<file path="src/design/ksc_pkg.sv">
// Shared types and constants for the keyword substitution cipher.
package ksc_pkg;

    localparam int ALPHA_LEN = 26;
    localparam int KEY_LEN   = 5;
    localparam int FILL_LEN  = ALPHA_LEN - KEY_LEN;
    localparam int CHAR_W    = 8;
    localparam int IDX_W     = 5;
    localparam int CFG_IDX_W = 3;

    localparam logic [CHAR_W-1:0] LOWER_A = 8'h61;
    localparam logic [CHAR_W-1:0] LOWER_Z = 8'h7a;
    localparam logic [CHAR_W-1:0] UPPER_A = 8'h41;
    localparam logic [CHAR_W-1:0] UPPER_Z = 8'h5a;

    // Operation codes of the func field
    localparam logic FUNC_ENC = 1'b0;
    localparam logic FUNC_DEC = 1'b1;

    typedef logic [CHAR_W-1:0] char_t;
    typedef logic [ALPHA_LEN-1:0][CHAR_W-1:0] tab_t;
    typedef logic [KEY_LEN-1:0][CHAR_W-1:0] key_t;

    // What the back end has to do with one character
    typedef enum logic [1:0] {
        OP_PASS = 2'd0,
        OP_ENC  = 2'd1,
        OP_DEC  = 2'd2
    } op_t;

    typedef struct packed {
        op_t              op;
        logic [IDX_W-1:0] idx;
        char_t            ch;
    } item_t;

    // Table builder state
    typedef enum logic [1:0] {
        BUILD_IDLE = 2'b01,
        BUILD_RUN  = 2'b10
    } build_state_t;

    // Table contents and builder status, as seen by the rest of the block
    typedef struct packed {
        tab_t tab;
        logic busy;
    } tab_view_t;

endpackage

</file>
<file path="src/design/ksc_table.sv">
// Key registers and the sequencer that fills the substitution table.
module ksc_table (
    input  logic                            clk,
    input  logic                            rst_n,
    input  logic                            cfg_we,
    input  logic [ksc_pkg::CFG_IDX_W-1:0]   cfg_index,
    input  logic [ksc_pkg::CHAR_W-1:0]      cfg_data,
    output ksc_pkg::tab_view_t              view
);

    ksc_pkg::key_t                       key_reg;
    ksc_pkg::build_state_t               state_reg;
    logic [ksc_pkg::IDX_W-1:0]           cnt_reg;
    logic [ksc_pkg::IDX_W-1:0]           fill_reg;
    ksc_pkg::char_t                      ent_reg [ksc_pkg::FILL_LEN];

    ksc_pkg::char_t                      letter;
    logic                                in_key;
    logic                                do_fill;
    logic [ksc_pkg::IDX_W-1:0]           ent_idx;

    // Letter under test and whether the key already holds it
    always_comb
    begin
        letter = ksc_pkg::LOWER_A + ksc_pkg::CHAR_W'(cnt_reg);
        in_key = 1'b0;
        for (int k = 0; k < ksc_pkg::KEY_LEN; k++)
        begin
            if (key_reg[k] == letter)
            begin
                in_key = 1'b1;
            end
        end
        do_fill = (state_reg == ksc_pkg::BUILD_RUN) && !in_key
                  && (fill_reg < ksc_pkg::IDX_W'(ksc_pkg::ALPHA_LEN));
        ent_idx = fill_reg - ksc_pkg::IDX_W'(ksc_pkg::KEY_LEN);
    end

    // Key registers; any write restarts the sweep
    always_ff @(posedge clk or negedge rst_n)
    begin
        if (!rst_n)
        begin
            for (int k = 0; k < ksc_pkg::KEY_LEN; k++)
            begin
                key_reg[k] <= ksc_pkg::LOWER_A + ksc_pkg::CHAR_W'(k);
            end
        end
        else if (cfg_we && (cfg_index < ksc_pkg::CFG_IDX_W'(ksc_pkg::KEY_LEN)))
        begin
            key_reg[cfg_index] <= cfg_data;
        end
    end

    // Sweep over a..z, one letter a cycle
    always_ff @(posedge clk or negedge rst_n)
    begin
        if (!rst_n)
        begin
            state_reg <= ksc_pkg::BUILD_RUN;
            cnt_reg   <= '0;
            fill_reg  <= ksc_pkg::IDX_W'(ksc_pkg::KEY_LEN);
        end
        else if (cfg_we)
        begin
            state_reg <= ksc_pkg::BUILD_RUN;
            cnt_reg   <= '0;
            fill_reg  <= ksc_pkg::IDX_W'(ksc_pkg::KEY_LEN);
        end
        else
        begin
            case (state_reg)
                ksc_pkg::BUILD_RUN:
                begin
                    if (do_fill)
                    begin
                        fill_reg <= fill_reg + 1'b1;
                    end
                    if (cnt_reg == ksc_pkg::IDX_W'(ksc_pkg::ALPHA_LEN - 1))
                    begin
                        state_reg <= ksc_pkg::BUILD_IDLE;
                    end
                    else
                    begin
                        cnt_reg <= cnt_reg + 1'b1;
                    end
                end
                ksc_pkg::BUILD_IDLE:
                begin
                    state_reg <= ksc_pkg::BUILD_IDLE;
                end
                default:
                begin
                    state_reg <= ksc_pkg::BUILD_RUN;
                    cnt_reg   <= '0;
                    fill_reg  <= ksc_pkg::IDX_W'(ksc_pkg::KEY_LEN);
                end
            endcase
        end
    end

    // Fill entries; unfilled entries stay zero
    always_ff @(posedge clk or negedge rst_n)
    begin
        if (!rst_n)
        begin
            for (int i = 0; i < ksc_pkg::FILL_LEN; i++)
            begin
                ent_reg[i] <= '0;
            end
        end
        else if (cfg_we)
        begin
            for (int i = 0; i < ksc_pkg::FILL_LEN; i++)
            begin
                ent_reg[i] <= '0;
            end
        end
        else if (do_fill)
        begin
            ent_reg[ent_idx] <= letter;
        end
    end

    // Full 26-entry view: key bytes first, then the filled letters
    always_comb
    begin
        for (int i = 0; i < ksc_pkg::KEY_LEN; i++)
        begin
            view.tab[i] = key_reg[i];
        end
        for (int i = 0; i < ksc_pkg::FILL_LEN; i++)
        begin
            view.tab[ksc_pkg::KEY_LEN + i] = ent_reg[i];
        end
        view.busy = (state_reg != ksc_pkg::BUILD_IDLE);
    end

endmodule

</file>
<file path="src/design/ksc_front.sv">
// Input side: accepts characters and classifies them for the back end.
module ksc_front (
    input  logic                       in_valid,
    input  logic                       func,
    input  logic [ksc_pkg::CHAR_W-1:0] char_in,
    input  logic                       busy,
    input  logic                       q_full,
    output logic                       in_stall,
    output logic                       push,
    output ksc_pkg::item_t             item
);

    ksc_pkg::char_t up_off;
    ksc_pkg::char_t lo_off;
    logic           is_upper;
    logic           is_lower;

    // Stall while the table is rebuilt or the queue has no room
    assign in_stall = busy || q_full;
    assign push     = in_valid && !in_stall;

    // Letter detection and alphabet index
    always_comb
    begin
        up_off   = char_in - ksc_pkg::UPPER_A;
        lo_off   = char_in - ksc_pkg::LOWER_A;
        is_upper = (char_in >= ksc_pkg::UPPER_A) && (char_in <= ksc_pkg::UPPER_Z);
        is_lower = (char_in >= ksc_pkg::LOWER_A) && (char_in <= ksc_pkg::LOWER_Z);
        item.ch  = char_in;
        item.idx = is_upper ? up_off[ksc_pkg::IDX_W-1:0] : lo_off[ksc_pkg::IDX_W-1:0];
        if (func == ksc_pkg::FUNC_DEC)
        begin
            item.op = ksc_pkg::OP_DEC;
        end
        else if (is_upper || is_lower)
        begin
            item.op = ksc_pkg::OP_ENC;
        end
        else
        begin
            item.op = ksc_pkg::OP_PASS;
        end
    end

endmodule

</file>
<file path="src/design/ksc_fifo.sv">
// Short queue of classified characters between front and back end.
module ksc_fifo #(
    parameter int DEPTH = 2
) (
    input  logic           clk,
    input  logic           rst_n,
    input  logic           push,
    input  ksc_pkg::item_t push_item,
    input  logic           pop,
    output ksc_pkg::item_t head,
    output logic           full,
    output logic           empty
);

    localparam int PTR_W = $clog2(DEPTH);
    localparam int CNT_W = $clog2(DEPTH + 1);

    ksc_pkg::item_t     mem_reg [DEPTH];
    logic [PTR_W-1:0]   wr_ptr_reg;
    logic [PTR_W-1:0]   rd_ptr_reg;
    logic [CNT_W-1:0]   cnt_reg;

    assign full  = (cnt_reg == CNT_W'(DEPTH));
    assign empty = (cnt_reg == '0);
    assign head  = mem_reg[rd_ptr_reg];

    // Storage
    always_ff @(posedge clk)
    begin
        if (push)
        begin
            mem_reg[wr_ptr_reg] <= push_item;
        end
    end

    // Pointers and fill count
    always_ff @(posedge clk or negedge rst_n)
    begin
        if (!rst_n)
        begin
            wr_ptr_reg <= '0;
            rd_ptr_reg <= '0;
            cnt_reg    <= '0;
        end
        else
        begin
            if (push)
            begin
                wr_ptr_reg <= (wr_ptr_reg == PTR_W'(DEPTH - 1)) ? '0 : wr_ptr_reg + 1'b1;
            end
            if (pop)
            begin
                rd_ptr_reg <= (rd_ptr_reg == PTR_W'(DEPTH - 1)) ? '0 : rd_ptr_reg + 1'b1;
            end
            if (push && !pop)
            begin
                cnt_reg <= cnt_reg + 1'b1;
            end
            else if (pop && !push)
            begin
                cnt_reg <= cnt_reg - 1'b1;
            end
        end
    end

endmodule

</file>
<file path="src/design/ksc_back.sv">
// Back end: table lookup or reverse search, and the output register.
module ksc_back (
    input  logic                        clk,
    input  logic                        rst_n,
    input  ksc_pkg::item_t              head,
    input  logic                        q_empty,
    input  ksc_pkg::tab_view_t          view,
    input  logic                        out_stall,
    output logic                        pop,
    output logic                        out_valid,
    output logic [ksc_pkg::CHAR_W-1:0]  char_out
);

    logic           out_valid_reg;
    ksc_pkg::char_t char_out_reg;
    ksc_pkg::char_t res;
    logic           load;

    assign load      = !out_valid_reg || !out_stall;
    assign pop       = !q_empty && load;
    assign out_valid = out_valid_reg;
    assign char_out  = char_out_reg;

    // Substitution; reverse search keeps the lowest matching entry
    always_comb
    begin
        res = head.ch;
        case (head.op)
            ksc_pkg::OP_ENC:
            begin
                res = view.tab[head.idx];
            end
            ksc_pkg::OP_DEC:
            begin
                for (int j = ksc_pkg::ALPHA_LEN - 1; j >= 0; j--)
                begin
                    if (view.tab[j] == head.ch)
                    begin
                        res = ksc_pkg::LOWER_A + ksc_pkg::CHAR_W'(j);
                    end
                end
            end
            default:
            begin
                res = head.ch;
            end
        endcase
    end

    // Output register
    always_ff @(posedge clk or negedge rst_n)
    begin
        if (!rst_n)
        begin
            out_valid_reg <= 1'b0;
        end
        else if (load)
        begin
            out_valid_reg <= !q_empty;
        end
    end

    always_ff @(posedge clk)
    begin
        if (pop)
        begin
            char_out_reg <= res;
        end
    end

endmodule

</file>
<file path="src/design/keyword_substitution_cipher.sv">
// Top level of the keyword substitution cipher.
//
// Input channel: in_valid/in_stall with func (0 encipher, 1 decipher) and
// char_in; one character per transaction. Output channel: out_valid/out_stall
// with char_out, one result per input transaction, in order.
// Configuration: cfg_we/cfg_index/cfg_data write key bytes 0..4; indexes
// 5..7 leave the key as it is. Each write restarts the table build (one letter
// a cycle through the builder's sweep) during which in_stall is high.
// After reset the same build runs with the default key "abcde".
// An accepted character passes through the queue and then the output
// register before it is presented on char_out.
// Throughput: one character per cycle while neither the table build nor a
// stall from the receiver holds the flow; the table lookup is combinational.
// When the receiver stalls, the result holds in the output register and
// the queue absorbs up to QUEUE_DEPTH more characters before in_stall rises.
module keyword_substitution_cipher #(
    parameter int QUEUE_DEPTH = 2
) (
    input  logic                            clk,
    input  logic                            rst_n,
    input  logic                            cfg_we,
    input  logic [ksc_pkg::CFG_IDX_W-1:0]   cfg_index,
    input  logic [ksc_pkg::CHAR_W-1:0]      cfg_data,
    input  logic                            in_valid,
    output logic                            in_stall,
    input  logic                            func,
    input  logic [ksc_pkg::CHAR_W-1:0]      char_in,
    output logic                            out_valid,
    input  logic                            out_stall,
    output logic [ksc_pkg::CHAR_W-1:0]      char_out
);

    ksc_pkg::tab_view_t view;
    ksc_pkg::item_t     push_item;
    ksc_pkg::item_t     head;
    logic               push;
    logic               pop;
    logic               q_full;
    logic               q_empty;

    ksc_table u_table (
        .clk       (clk),
        .rst_n     (rst_n),
        .cfg_we    (cfg_we),
        .cfg_index (cfg_index),
        .cfg_data  (cfg_data),
        .view      (view)
    );

    ksc_front u_front (
        .in_valid (in_valid),
        .func     (func),
        .char_in  (char_in),
        .busy     (view.busy),
        .q_full   (q_full),
        .in_stall (in_stall),
        .push     (push),
        .item     (push_item)
    );

    ksc_fifo #(
        .DEPTH (QUEUE_DEPTH)
    ) u_fifo (
        .clk       (clk),
        .rst_n     (rst_n),
        .push      (push),
        .push_item (push_item),
        .pop       (pop),
        .head      (head),
        .full      (q_full),
        .empty     (q_empty)
    );

    ksc_back u_back (
        .clk       (clk),
        .rst_n     (rst_n),
        .head      (head),
        .q_empty   (q_empty),
        .view      (view),
        .out_stall (out_stall),
        .pop       (pop),
        .out_valid (out_valid),
        .char_out  (char_out)
    );

endmodule

</file>
<file path="config.mk">
export PLATFORM = sky130hd
export DESIGN_NAME = keyword_substitution_cipher
export DESIGN_NICKNAME = d
export VERILOG_FILES = /design/src/design/ksc_pkg.sv /design/src/design/ksc_table.sv /design/src/design/ksc_front.sv /design/src/design/ksc_fifo.sv /design/src/design/ksc_back.sv /design/src/design/keyword_substitution_cipher.sv
export SDC_FILE = /design/constraint.sdc
export NUM_CORES = 1
export LEC_CHECK = 0
export BUFFER_PORTS_ARGS = -buffer_cell sky130_fd_sc_hd__clkbuf_2
export CORE_MARGIN = 4
export CORE_UTILIZATION = 60
export CTS_BUF_LIST = sky130_fd_sc_hd__clkbuf_4
export DETAILED_ROUTE_END_ITERATION = 12
export PLACE_DENSITY = 0.77
export SYNTH_ARGS = -nofsm -noshare
export SYNTH_HDL_FRONTEND = slang
export SYNTH_SLANG_ARGS = --single-unit
</file>
<file path="constraint.sdc">
create_clock -name clk -period 3.1 [get_ports clk]
set_input_delay 0.155 -clock clk [delete_from_list [all_inputs] [get_ports clk]]
set_output_delay 0.155 -clock clk [all_outputs]
set_load 0.05 [all_outputs]
</file>
==> results of run 1 <==
## final cells by class
type,instances,share of cell area [%]
Tap cell,341,2.226
Clock buffer,116,4.543
Clock inverter,15,0.3917
Sequential cell,263,35.48
Multi-Input combinational cell,1173,48.38
Antenna cell,1,0.01306
Inverter,27,0.5288
Timing Repair Buffer,166,8.434
## power by group through the flow
stage | clock (µW) | combinational, µW | sequential, µW
after global placement | 0 | 5730 | 4610
after CTS | 3310 | 5910 | 4550
after floorplan | 0 | 3890 | 4570
final | 3270 | 6280 | 4600
after detailed placement | 0 | 5840 | 4610
after global routing | 3530 | 6630 | 4610
## stage by stage
stage,hold WS [ps],power (µW)
floorplan,-140.6,8465
global placement,230.9,10340
detailed placement,234.4,10450
CTS,7.745,13770
global route,43.03,14770
finish,49.13,14140
## repair_timing
action | 4_1_cts | 5_1_grt
hold buffers | 27 | 0
setup buffers | 0 | 13
endpoints found under the setup margin | 8 | 170
cloned | 0 | 4
pin swaps | 0 | 8
resized for setup | 7 | 32
endpoints found under the hold margin | 212 | 0
## metal layers
layer  wire length, µm  GRT usage, %  vias to the layer above
met5                 0             0                        -
met4              2723         14.50                        0
met3              6083         8.986                      200
met2             23650         50.68                      871
met1             20710         47.49                     6720
li1                  -             -                     5886
## final timing paths
kind	to	slack [ps]	depth (start not counted)
setup reg to reg	u_back.char_out[7]$_DFFE_PP_	80	11
min in group asynchronous	u_table.view[115]$_DFFE_PN0P_	90	2
max in group asynchronous	u_table.view[30]$_DFFE_PN1P_	2100	3
hold reg to reg	u_back.out_valid$_DFFE_PN0N_	490	2
hold / removal	u_table.view[13]$_DFFE_PN0P_	50	5
setup / recovery	u_back.char_out[7]$_DFFE_PP_	80	11
## kinds of logic after synthesis
group	after synthesis
adder cells (fa/ha/maj)	16
buffers and inverters	135
AND/OR/NAND/NOR	499
XOR/XNOR	248
flip-flops	263
multiplexers	229
AO/OA/AOI/OAI	181
## cells in the mapped netlist (all sizes together), types with 18 or more instances
master / n
a21oi: 82
buf: 52
clkbuf: 56
dfrtp: 205
dfstp: 20
edfxtp: 38
inv: 27
mux2: 40
mux2i: 141
mux4: 48
nand2: 88
nand4: 22
nor2: 205
nor3: 72
nor4: 57
o21ai: 18
xnor2: 221
xor2: 24
## tightest hold or removal path, stage by stage
cell and delay [ps]:
clkbuf_2 90, nand2_1 60, nor3_1 40, buf_4 160, mux2_2 230
==> flow_summary.yaml, run 1 <==
pwr:
  seqPwrFrac_pct: 32.5
  p_leak_uw: 0.008511
  power_frac_clock_pct: 23.1
  switching_share_pct: 40.61
  power_switching_uw: 5744
  pwr-share-comb_pct: 44.4
  p_per_area_nw_per_um2: 737.9
  ir_drop_mv: 0.5540
  p_int_uw: 8400
sta:
  slew_viol_final: 0
  timing.final.crit_share_pct: 97.42
  hold_violations: 0
  setup_slack_ps: 80.10
  setup_viol: 0
  skew_ps: 63.91
  period_needed_ps: 3020
  setup_tns_ps: 0
  clock.fmax_mhz: 331.1
  timing.max_slew.rel_slack_pct: 45.63
  worst_pin_slew_ps: 815.6
worst_setup_path:
  cp_top_family: "simple AND/OR/NAND/NOR gates"
  endpoint_kind: "register"
  critPathBufInv: 3
  worstPathCellList: "buf_4 > mux2i_4 > buf_4 > clkbuf_16 > xnor2_1 > nor4_1 > nand2_1 > nand4_1 > nor2_1 > a41oi_1 > o21ai_0"
  critPathLaunchType: "register"
  critPathSlowestCell: "dfrtp_2"
  critPathMaxFanout: 11
  crit_required_ps: 3520
  max_stage_delay_ps: 430
  path_common_cell: "buf_4"
  critical_path.startpoint: "u_fifo.rd_ptr_reg$_DFFE_PN0P_"
  critPathKind: "reg2reg"
  worstReg2RegStart: "u_fifo.rd_ptr_reg$_DFFE_PN0P_"
  cp.arrival_ps: 3440
finish:
  area_growth_pct: 17.24
  drive_gt1_share_pct: 24.03
  layout_commonest_cell: "xnor2_1"
  layoutNonFillerInstCount: 2102
  fin_util_pct: 71.32
  nNetsFinal: 1746
  fin_area_um2: 19170
  fillers: 1935
  multi_input_comb_area_um2: 9274
  regArea_um2: 6800
  largest_reg_flops: 208
  final_cell_mix: "219 x xnor2_1, 204 x nor2_1, 202 x dfrtp_1, 130 x mux2i_1, 116 x clkbuf_4"
detailed_routing:
  wl_um: 53170
  vias: 13677
  drtIter0Drc: 1845
  drcViolationCount: 0
  viasPerCell: 6.507
  ant_nets: 0
  drt_pass1_iterations: 6
  wire_per_inst_um: 25.30
global_route:
  grt_max_degree: 96
  overflow: 0
  grt_pass1_vias: 13522
  track_usage_pct: 34.00
  antenna_found_initial: 1
  grt_pass1_wl_um: 79610
synthesis:
  yosys_warnings: 0
  ys_seq_elements: 263
  synth_cell_types: 69
  yosys.area_share.simple_pct: 14.99
  synthAdderAreaFrac_pct: 1.225
  synthFlopType: "dfrtp_1"
  syn-cell-area_um2: 16350
  synth-edff-count: 38
  syn_nets: 1612
  async_flop_share_pct: 85.55
  synth_top_family_by_area: "multiplexers"
  synth_top_area_share_pct: 31.38
  synth_mux_area_share_pct: 18.00
  synth_area_leaders: "dfrtp_1 31%, xnor2_1 12%, mux2i_1 8.6%, edfxtp_1 7.0%, mux4_2 6.6%"
  syn-instance-count: 1571
  synth_seq_area_share_pct: 41.57
  synth_top_area_cell: "dfrtp_1"
  synth-compound-area-share_pct: 6.880
  synth_xor_area_share_pct: 13.68
  avgSynthCellArea_um2: 10.41
floorplanning:
  fp-row-count: 60
  die_w_um: 173.1
  coreArea_um2: 26880
  initial_core_util_pct: 60.83
  dieArea_um2: 29950
  fp.dieH_um: 173.1
  pin_count: 35
place:
  port-buffer-count: 34
  gp_congestion: 1.004
  dpl.hpwl_um: 35110
  dp_slack_ps: -58.50
  placed_cells: 1926
  dpl_cell_area_um2: 17490
cts:
  htreeDepth: 3
  cts_tree: "done"
  cts_buffers: 74
  cts.sink_count: 263
  insertion_delay_ps: 720
  clk_pin_slew_ps: 70
  root_buffer: "clkbuf_4"
  clk_path_buf_depth: 3
outcome:
  status: "finished clean"
flow_run:
  maxCapViolCount: 0
worst_hold_path:
  min_path_type: "in2reg"
  hold_path.startpoint: "cfg_index[0]"
(Power assumes the default switching activity.)
==> run 2, diff against run 1 <==
--- a/config.mk
+++ b/config.mk
@@ -11,6 +11,8 @@
 export CTS_BUF_LIST = sky130_fd_sc_hd__clkbuf_4
 export DETAILED_ROUTE_END_ITERATION = 12
 export PLACE_DENSITY = 0.77
+export SKIP_CTS_REPAIR_TIMING = 1
 export SYNTH_ARGS = -nofsm -noshare
 export SYNTH_HDL_FRONTEND = slang
+export SYNTH_HIERARCHICAL = 1
 export SYNTH_SLANG_ARGS = --single-unit
==> run 2 against run 1 <==
Cell area is essentially flat. Routed wire length shrank 2.7%. Non-clock buffer count shrank 22. Sequential share of layout area is essentially flat. Fmax shrank 2.0%. Synthesized cell count shrank 5.0%. Cell count shrank 3.4%. Total power shrank 2.3%. Combinational power shrank 3%. Critical path depth shrank 1. Setup slack lost 61 ps. Largest cell class unchanged. Largest power group unchanged. Highest routed layer is now met5.
==> flow_summary.yaml, run 2 <==
outcome:
  status: "finished clean"
floorplanning:
  pin_count: 35
  coreArea_um2: 28010
  die_w_um: 177.2
  initial_core_util_pct: 61.29
  dieArea_um2: 31390
  fp.dieH_um: 177.2
  fp-row-count: 61
finish:
  fillers: 2114
  drive_gt1_share_pct: 26.63
  layout_commonest_cell: "dfrtp_1"
  area_growth_pct: 11.57
  largest_reg_flops: 208
  nNetsFinal: 1641
  final_cell_mix: "204 x dfrtp_1, 156 x nand2b_1, 145 x mux2i_1, 128 x xor2_1, 125 x xnor2_1"
pwr:
  seqPwrFrac_pct: 32.6
  p_per_area_nw_per_um2: 721.7
  p_int_uw: 8218
  total_power_uw: 13820
  power_frac_clock_pct: 23.2
  switching_share_pct: 40.55
  p_leak_uw: 0.008657
  pwr-share-comb_pct: 44.2
  power_switching_uw: 5605
  ir_drop_mv: 0.5204
synthesis:
  yosysMostFrequentCell: "dfrtp_1"
  yosys-top-cells-count: "205 x dfrtp_1, 156 x nand2b_1, 145 x mux2i_1"
  synth_top_area_share_pct: 29.88
  synth_top_area_cell: "dfrtp_1"
  syn-cell-area_um2: 17170
  synth_cell_types: 78
  avgSynthCellArea_um2: 11.50
  yosys_warnings: 6
  synth_seq_area_share_pct: 39.59
  synthFlopType: "dfrtp_1"
  syn_nets: 1534
  synth_area_leaders: "dfrtp_1 30%, mux2i_1 8.5%, mux4_2 7.3%, edfxtp_1 6.6%, xor2_1 6.5%"
  ys_seq_elements: 263
  synth-edff-count: 38
  async_flop_share_pct: 85.55
  syn-instance-count: 1493
worst_hold_path:
  hold_path.startpoint: "cfg_index[1]"
  hold_path_depth: 4
  min_path_type: "in2reg"
cts:
  insertion_delay_ps: 720
  htreeDepth: 3
  root_buffer: "clkbuf_4"
  clk_pin_slew_ps: 70
  cts.sink_count: 263
  cts_buffers: 72
  cts_tree: "done"
  clk_path_buf_depth: 3
sta:
  setup_viol: 0
  worst_pin_slew_ps: 884.5
  timing.final.crit_share_pct: 99.38
  rsz0062_at_grt: "yes"
  hold_violations: 0
  period_needed_ps: 3081
  timing.max_slew.rel_slack_pct: 41.04
  timing.hold.ws_ps: 23.66
  slew_viol_final: 0
  clock.fmax_mhz: 324.6
  skew_ps: 64.32
place:
  dpl.hpwl_um: 34670
  port-buffer-count: 34
  gp_congestion: 0.9830
global_route:
  grt_max_degree: 101
  antenna_found_initial: 1
  grt_pass1_wl_um: 75790
  grt_pass1_vias: 12748
  overflow: 0
  track_usage_pct: 31.64
detailed_routing:
  drcViolationCount: 0
  viasPerCell: 6.378
  wire_per_inst_um: 25.46
  vias: 12954
  wl_um: 51710
  drt_pass1_iterations: 5
  ant_nets: 0
  drtIter0Drc: 1245
worst_setup_path:
  endpoint_kind: "register"
  crit_required_ps: 3710
  critical_path.startpoint: "u_table/cnt_reg[1]$_DFFE_PN0P_"
  critPathLaunchType: "register"
  critPathKind: "reg2reg"
  reg2regPathDepth: 10
  cp.arrival_ps: 3690
  critPathMaxFanout: 17
  worstReg2RegStart: "u_table/cnt_reg[1]$_DFFE_PN0P_"
flow_run:
  maxCapViolCount: 0
## run 2: changes by cell type after synthesis, moves of 12 or more
cell / change
xor2_1: +105
nor4_1: -28
nand2_1: -45
a21oi_1: -34
nand4_1: +21
nand2b_1: +150
nor2_1: -159
buf_4: +12
mux2_2: +14
buf_6: +17
buf_2: -34
nor3_1: -44
xnor2_1: -94
## run 2: area by class of cell
type	instances	area (µm²)	area share (%)
Clock buffer	109	818.3	4.272
Timing Repair Buffer	144	1257	6.565
Clock inverter	17	118.9	0.6206
Tap cell	378	473.0	2.469
Sequential cell	263	6798	35.49
Antenna cell	1	2.502	0.01306
Multi-Input combinational cell	1101	9619	50.22
Inverter	18	67.56	0.3527
## run 2: cells by family after synthesis
| logic type | after synthesis | synth area share (%) |
|---|---|---|
| multiplexers | 264 | 20.13 |
| XOR/XNOR | 257 | 13.46 |
| adder cells (fa/ha/maj) | 16 | 1.166 |
| AO/OA/AOI/OAI | 135 | 5.145 |
| AND/OR/NAND/NOR | 425 | 15.29 |
| buffers and inverters | 133 | 5.225 |
| flip-flops | 263 | 39.59 |
## run 2: worst paths after layout
path | to | slack [ps]
worst max-delay path | u_table/fill_reg[2]$_DFFE_PN1P_ | 20
worst min-delay path | u_table/view[32]$_DFFE_PN0P_ | 20
worst max register to register | u_table/fill_reg[2]$_DFFE_PN1P_ | 20
worst min register to register | u_fifo/wr_ptr_reg$_DFFE_PN0P_ | 480
max in group asynchronous | u_table/state_reg[1]$_DFFE_PN1P_ | 2190
min in group asynchronous | u_table/view[32]$_DFFE_PN0P_ | 50
## run 2: worst max-delay path, cell delays in order (launching register included)
cell	delay, ps
dfrtp_1	370
buf_4	160
inv_1	50
ha_1	520
xnor2_1	160
nor4_1	410
nand4_1	200
and4_4	360
buf_4	210
a211o_1	280
a31o_1	240
## run 2: through the flow
stage                     TNS [ps]  worst slack, ps  cells  cell area, µm²  util [%]
after floorplan                  0            297.4   1493           17170         -
after global placement      -2.637           -2.637   1874           17780     63.46
after detailed placement    -150.3           -102.5   1874           17780     63.46
after CTS                   -219.3           -136.4   2000           18710     66.81
after global routing        -182.5           -97.87   2031           19150     68.38
final                            0            19.37   2031           19150     68.38
## run 2: power groups by stage
stage               clock network, µW  registers (µW)  logic (µW)
floorplan                           0            4520        4150
global placement                    0            4510        5580
global route                     3480            4530        6400
CTS                              3300            4460        5690
detailed placement                  0            4520        5660
finish                           3210            4500        6120
## run 2: routing by layer
metal | track usage, % | up-vias | wire length [µm]
met5 | 0 | - | 13
met4 | 12.57 | 2 | 2123
met3 | 7.327 | 159 | 5119
met2 | 47.64 | 737 | 23050
met1 | 44.73 | 6501 | 21410
li1 | - | 5555 | -
==> run 3, diff against run 2 <==
--- a/config.mk
+++ b/config.mk
@@ -10,6 +10,8 @@
 export CORE_UTILIZATION = 60
 export CTS_BUF_LIST = sky130_fd_sc_hd__clkbuf_4
 export DETAILED_ROUTE_END_ITERATION = 12
+export GPL_ROUTABILITY_DRIVEN = 0
+export MAX_ROUTING_LAYER = met4
 export PLACE_DENSITY = 0.77
 export SKIP_CTS_REPAIR_TIMING = 1
 export SYNTH_ARGS = -nofsm -noshare
==> run 3 against run 2 <==
Clock skew decreased by 20 ps. Clock power increased by 4%. Setup slack improved by 27 ps. Core utilization decreased by 0.64 points. Cell count decreased by 0.49%. Routed wire length decreased by 4.0%. Total power decreased by 1.6%. Clock-buffer cell count decreased by 5. Hold slack improved by 23 ps. Critical path type unchanged.
==> flow_summary.yaml, run 3 (synthesis gave the netlist of run 2 again) <==
global_route:
  grt_use_met1_pct: 43.32
  grt-busiest-layer: "met2"
  overflow: 0
  grt_pass1_wl_um: 75490
  grt_pass1_vias: 12870
  met3_usage_pct: 8.332
  grt_max_degree: 118
  track_usage_pct: 32.34
  met2_usage_pct: 48.08
  antenna_found_initial: 4
detailed_routing:
  drcViolationCount: 0
  vias: 12894
  ant_nets: 0
  drt_pass1_iterations: 5
  wire_per_inst_um: 24.57
  viasPerCell: 6.380
  drtIter0Drc: 1538
  wl_um: 49650
finish:
  area_growth_pct: 10.52
  drive_gt1_share_pct: 25.20
  layout_commonest_cell: "dfrtp_1"
  final_cell_mix: "204 x dfrtp_1, 156 x nand2b_1, 145 x mux2i_1, 128 x xor2_1, 125 x xnor2_1"
  nNetsFinal: 1622
  largest_reg_flops: 208
worst_setup_path:
  critPathMaxFanout: 20
  critPathLaunchType: "register"
  endpoint_kind: "register"
  reg2reg_slack_ps: 50
  cp.arrival_ps: 3500
  critPathKind: "reg2reg"
  crit_required_ps: 3540
place:
  dp_slack_ps: -2.379
  dpl.hpwl_um: 33200
  port-buffer-count: 34
floorplanning:
  die_w_um: 177.2
  dieArea_um2: 31390
  initial_core_util_pct: 61.29
  fp.dieH_um: 177.2
  fp-row-count: 61
  pin_count: 35
  coreArea_um2: 28010
sta:
  setup_viol: 0
  skew_ps: 44.70
  setup_slack_ps: 46.09
  rsz0062_at_grt: "yes"
  worst_pin_slew_ps: 976.3
  timing.final.crit_share_pct: 98.51
  period_needed_ps: 3054
  hold_violations: 0
  setup_tns_ps: 0
  timing.max_slew.rel_slack_pct: 34.91
  slew_viol_final: 0
  clock.fmax_mhz: 327.4
cts:
  cts_buffers: 72
  root_buffer: "clkbuf_4"
  htreeDepth: 3
  clk_path_buf_depth: 3
  cts.sink_count: 263
  insertion_delay_ps: 720
  clk_pin_slew_ps: 70
  cts_tree: "done"
flow_run:
  maxCapViolCount: 0
outcome:
  status: "finished clean"
pwr:
  ir_drop_mv: 0.4853
  p_leak_uw: 0.008549
  p_per_area_nw_per_um2: 717.0
worst_hold_path:
  min_path_type: "in2reg"
-- run 3: through the flow --
stage / instances / hold slack (ps) / utilization [%] / instance area [µm²] / power [µW]
6_report: 2021 / 46.22 / 67.74 / 18980 / 13610
5_1_grt: 2021 / 20.88 / 67.74 / 18980 / 14200
4_1_cts: 1993 / -526.7 / 66.57 / 18650 / 13410
3_5_place_dp: 1861 / 233.9 / 63.07 / 17670 / 10040
3_3_place_gp: 1861 / 236.6 / 63.07 / 17670 / 9922
2_1_floorplan: 1493 / -140.6 / - / 17170 / 8666
-- run 3: critical path, stage by stage (launching register included) --
cell and delay (ps):
dfrtp_1 350, buf_4 230, mux2_8 520, buf_4 230, xor2_1 160, nor4_2 410
nand2_1 180, and2_1 240, and3_1 190, o32a_1 280
-- run 3: final cells by class --
class                      count  area [µm²]
inverter                      18       67.56
clock inverter                28       201.4
antenna                        4       10.01
sequential                   263        6798
tap                          378       473.0
multi-input combinational   1098        9560
fill                        2096        9035
timing repair buffer         128        1085
clock buffer                 104       780.7
-- run 3: path summary, 6_finish.rpt --
check | startpoint | to | cells past startpoint
worst min-delay path | cfg_index[1] | u_table/view[32]$_DFFE_PN0P_ | 4
worst max register to register | u_fifo/rd_ptr_reg$_DFFE_PN0P_ | u_back/char_out[4]$_DFFE_PP_ | 9
max in group asynchronous | rst_n | u_table/view[92]$_DFFE_PN0P_ | 3
worst min register to register | u_fifo/wr_ptr_reg$_DFFE_PN0P_ | u_fifo/wr_ptr_reg$_DFFE_PN0P_ | 1
min in group asynchronous | rst_n | u_table/cnt_reg[1]$_DFFE_PN0P_ | 2
worst max-delay path | u_fifo/rd_ptr_reg$_DFFE_PN0P_ | u_back/char_out[4]$_DFFE_PP_ | 9
-- run 3: report_power, final --
group          leakage [µW]  internal [µW]  total, µW  switching [µW]
Combinational       0.00462           2340       5770            3430
Clock              0.000573           1810       3350            1540
Sequential          0.00336           3970       4490             525
Total               0.00855           8110      13600            5490
-- run 3: metal layers --
metal,vias up,share of wire [%]
li1,5514,-
met1,6411,40
met2,817,46
met3,152,11
met4,0,3.4
met5,-,0
